$ cat src/rtl/obb_mul.sv
`timescale 1ns / 1ps
// signed multiply with registered partial products for the two halves of b, then a registered recombine
module obb_mul #(
    parameter int AW = 16,
    parameter int BW = 16
) (
    input  logic                        i_clk,
    input  logic signed [AW-1:0]        i_a,
    input  logic signed [BW-1:0]        i_b,
    output logic signed [AW+BW-1:0]     o_p
);
    localparam int H  = BW / 2;
    localparam int HW = BW - H;
    localparam int PW = AW + BW;

    logic signed [AW+H:0]    r_lo;
    logic signed [AW+HW-1:0] r_hi;
    logic signed [PW-1:0]    r_p;

    // partial products
    always_ff @(posedge i_clk) begin
        r_lo <= i_a * $signed({1'b0, i_b[H-1:0]});
        r_hi <= i_a * $signed(i_b[BW-1:H]);
    end

    // recombine
    always_ff @(posedge i_clk) begin
        r_p <= (PW'(r_hi) <<< H) + PW'(r_lo);
    end

    assign o_p = r_p;
endmodule

$ cat config.mk
export PLATFORM = sky130hd
export DESIGN_NAME = obb_mul
export DESIGN_NICKNAME = d
export VERILOG_FILES = /design/src/rtl/obb_mul.sv
export SDC_FILE = /design/constraint.sdc
export NUM_CORES = 1
export LEC_CHECK = 0
export BUFFER_PORTS_ARGS = -buffer_cell sky130_fd_sc_hd__buf_2
export CORE_UTILIZATION = 58
export DETAILED_ROUTE_END_ITERATION = 8
export PLACE_DENSITY_LB_ADDON = 0.25
export REMOVE_ABC_BUFFERS = 1
export SYNTH_ARGS = -nofsm -noshare
export SYNTH_HDL_FRONTEND = slang
export SYNTH_SLANG_ARGS = --single-unit
$ cat constraint.sdc
create_clock -name i_clk -period 4.4 [get_ports i_clk]
set_input_delay 0.22 -clock i_clk [delete_from_list [all_inputs] [get_ports i_clk]]
set_output_delay 0.22 -clock i_clk [all_outputs]
set_load 0.02 [all_outputs]
# [Word level (Yosys, flattened, before mapping)]
# Index checks and enable logic that the tools add are counted.
# W data, S select, Z words.
[word_totals] regBits=81 output_inout_bits=32 mem_bits_rw=0 romBits=0 n_memories=0 word_cells=6 latch_bits=0
[op_classes] add_sub_neg=1 eq_ne=0 mux=0 n_mul=2 order_cmp=0 shifts=0 div_mod_pow=0 n_reduce_logical=0 n_bitwise=0
[ops] operator="$add A32 B25 Y32" count=1
[ops] operator="$mul A16 B9 Y25" count=1
[ops] operator="$mul A16 B8 Y24" count=1

# [Longest topological paths before layout]
[depth] depth_word=1 depth_mapped=20 mapped_depth_nobuf=18

# [Worst setup path before layout]
# Ideal clock, no wire load.
[synth_path] path_type="in2reg" from="input i_a[11]" to="register r_lo[24]" path_stages=17 t_arrival_ps=4456 required_time_ps=4328 path_buffers=1 slack_ps=-128 setup_ps=72 cell_sequence="clkbuf_1 > nand2_1 > fa_1 > inv_1 > fa_1 > inv_1 > fa_1 > fa_1 > inv_1 > ha_1 > or4_4 > o21ai_2 > a211oi_2 > a211o_1 > a31o_1 > a21oi_2 > xnor2_1"
[synth_between] elab_chain_cells=1
[synth_rtl] item="start, declared" line_no="8" source="input logic signed [AW-1:0] i_a,"
[synth_rtl] item="$mul A16 B9 Y25" line_no="22" source="r_lo <= i_a * $signed({1'b0, i_b[H-1:0]});"
[synth_rtl] item="end signal, assigned" line_no="22"
[synth_rtl] item="end, declared" line_no="16" source="logic signed [AW+H:0] r_lo;"
# Every way passes these cells.

# [Final worst setup path]
[layout_path] from="input i_b[12]" to="register r_hi[23]"
[layout_between] elab_chain_cells=1
[layout_rtl] item="start, declared" line_no="9" source="input logic signed [BW-1:0] i_b,"
[layout_rtl] item="$mul A16 B8 Y24" line_no="23" source="r_hi <= i_a * $signed(i_b[BW-1:H]);"
[layout_rtl] item="end signal, assigned" line_no="23"
[layout_rtl] item="end, declared" line_no="17" source="logic signed [AW+HW-1:0] r_hi;"
# Every way passes these cells.

==> results.ini <==
[global_route]
grt_max_degree=17
antenna_found_initial=0
grt_overflow=0
grtUsageTotal_pct=26.8
grt_pass1_vias=10200
grt_pass1_wl_um=46100

[timing]
fmax_mhz=230
slew_headroom_pct=65.9
min_period_over_period_pct=98.6
slew_violations=0
hold_violations=0
worst_pin_slew_ps=509
final-setup-viol-count=0
fin_ws_ps=60.8
finClkSkew_ps=12.2
fin_crit_ps=4340
fin_hold_ws_ps=272
rsz0062_at_grt=yes

[routing]
ant_nets=0
wl_per_cell_um=14.4
viasPerCell=5.21
dr_total_vias=9450
route.detailed.drc=0
drt_iter0_drc=388
routed_wirelength_um=26100
dr.pass1.iters=5

[final_layout]
drive_gt1_share_pct=17.4
fill_cells=1626
nets=1896
multi_input_area_um2=9260
syn_to_final_growth_pct=18.5
antenna_cells=0
ff_latch_area_um2=1620
fin_util_pct=70.4

[pwr]
p_seq_share_pct=12.6
ir_drop_mv=0.535
p_leak_nw=7.48
pwr_density_cell_nw_per_um2=739
swShare_pct=46.0
power.switching_w=0.00486
combPwrFrac_pct=79.5
p_clk_share_pct=8.0
intPower_w=0.00571
power_w=0.0106

[job]
maxCapViolCount=0

[floorplanning]
start_util_pct=59.5
core_area_um2=20300
num_rows=52
io-pin-count=65
die_h_um=146
die_area_um2=21400
die_w_um=146

[placement]
numPortBuffers=64
place_hpwl_um=21900
preCtsSetupSlack_ps=-242
gp_congestion=0.841

[synth]
seq_area_frac_synth_pct=13.4
yosysWarnings=0
synth_top_cells_by_count=297 x inv_1, 206 x fa_1, 155 x and2_1, 118 x ha_1, 111 x nand2_1
synth_top_family_by_area=adder cells
synth_area_leaders=fa_1 34%, dfxtp_1 13%, ha_1 12%
syn_area_um2=12100
synthArstFlopShare_pct=0
syn-instance-count=1335
synth_cell_types=55
synth_simple_gate_area_share_pct=15.9
yosys.area.top_type=fa_1
synth.avg_cell_area_um2=9.04
synth_edf_count=0
synthAdderAreaFrac_pct=46.4
synth_top_area_share_pct=34.2
ys.flop_type=dfxtp_1
synth_compound_area_share_pct=9.22
yosysMostFrequentCell=inv_1
synth_seq_cells=81
synth-xor-area-share_pct=4.64
synth.mux.area_fraction_pct=0

[worst_hold_path]
min-delay-start=i_b[8]
hold_class=in2reg

[worst_setup_path]
worstSetupEndpointType=flop
cpMostUsedCell=fa_1
crit_start=i_b[12]
critical_path_class=in2reg
worst-path-buf-inv=5
regToRegStartpoint=r_lo[8]
max_stage_delay_ps=490
crit_chain=buf_2 > nand2_1 > fa_1 > inv_1 > fa_1 > inv_1 > fa_1 > fa_1 > inv_1 > ha_1 > buf_4 > o21ai_0 > o31ai_2 > nand4_1 > nand4_1 > a221o_1 > o41ai_2 > a41oi_1
crit_fanout=15
cp.arrival_ps=4550
worstSetupStartpointType=input pin
cp.required_ps=4610
critical_path.top_delay_family=adder cells
cp_slowest_cell=fa_1

[clocking]
cts_inserted_buffers=9
cts_sinks=81
cts-root-buf=clkbuf_16
cts_hold_buf=0
path_clk_slew_ps=70
cts_tree=yes
clockBufferDepth=2
htree_levels=3
worstSkewPairLatency_ps=340

[run_status]
status=completed

flip-flops by register name, summed over array words and instances (netlist names):
name,flops
r_lo,25
o_p,32
r_hi,24
worst register-to-register path: stages, from the launching register on:
cell      delay (ps)
dfxtp_1          310
ha_1             230
inv_1             80
fa_1             400
nand2b_1         180
a21oi_1          220
o31a_1           220
o211ai_1         170
a31oi_1          390
a41oi_1          160
o41ai_1           80
power by group through the flow:
stage | combinational, W | clock [W] | sequential, W
floorplan | 0.00532 | 0 | 0.00149
global placement | 0.00799 | 0 | 0.00134
global route | 0.00943 | 0.000894 | 0.00136
finish | 0.00840 | 0.000843 | 0.00133
detailed placement | 0.00818 | 0 | 0.00134
CTS | 0.00829 | 0.000859 | 0.00133
area by class of cell:
class	count	area share [%]
clock buffer	9	1.58
clock inverter	7	0.744
inverter	297	7.80
multi-input combinational	921	64.8
sequential	81	11.3
tap	270	2.36
timing repair buffer	229	11.4
repair_timing:
item	in CTS	in global routing
endpoints found under the setup margin	0	9
gates resized for setup	0	22
setup buffers	0	1
logic make-up after synthesis:
| kind of cell | Yosys count |
|---|---|
| flip-flops | 81 |
| adder cells (fa/ha/maj) | 324 |
| AO/OA/AOI/OAI | 164 |
| AND/OR/NAND/NOR | 369 |
| buffers and inverters | 333 |
| XOR/XNOR | 64 |
stage by stage:
step                instances  TNS [ps]  area (um^2)
finish                   1814         0        14300
global route             1814      -137        14300
CTS                      1813         0        14200
detailed placement       1797     -1760        13900
global placement         1797     -1020        13900
floorplan                1299         0        11900
worst paths after layout:
check,cells past startpoint,endpoint,slack [ps]
max reg2reg,10,o_p[30],1880
min reg2reg,0,o_p[6],330
max,18,r_hi[23],60
min,3,r_hi[0],270
cells in the final DEF, fill, tap and decap left out, types with 4 or more instances in the layout:
cell type	count
xnor2_1	45
nor2_1	41
o21ai_0	29
a21o_1	19
and3_1	8
ha_1	116
nand4_1	6
buf_4	164
buf_12	4
o21a_1	14
fa_1	206
nor3_1	8
nand2b_1	9
nand2_1	111
inv_1	296
buf_2	58
dfxtp_1	81
clkbuf_16	9
nor2b_1	7
nand3_1	12
a21oi_2	4
a21oi_1	40
xor2_1	19
a211oi_1	9
and2_1	155
o211ai_1	10
routing by layer:
metal  vias to the layer above  GRT usage [%]  wire length (um)
met5                         -              0                 0
met4                         0           11.5              1100
met3                        61           3.19              1030
met2                       227           48.5             13100
met1                      4655           32.0             10800
li1                       4507              -                 -
Note: power is estimated with default switching activity, not from simulation.
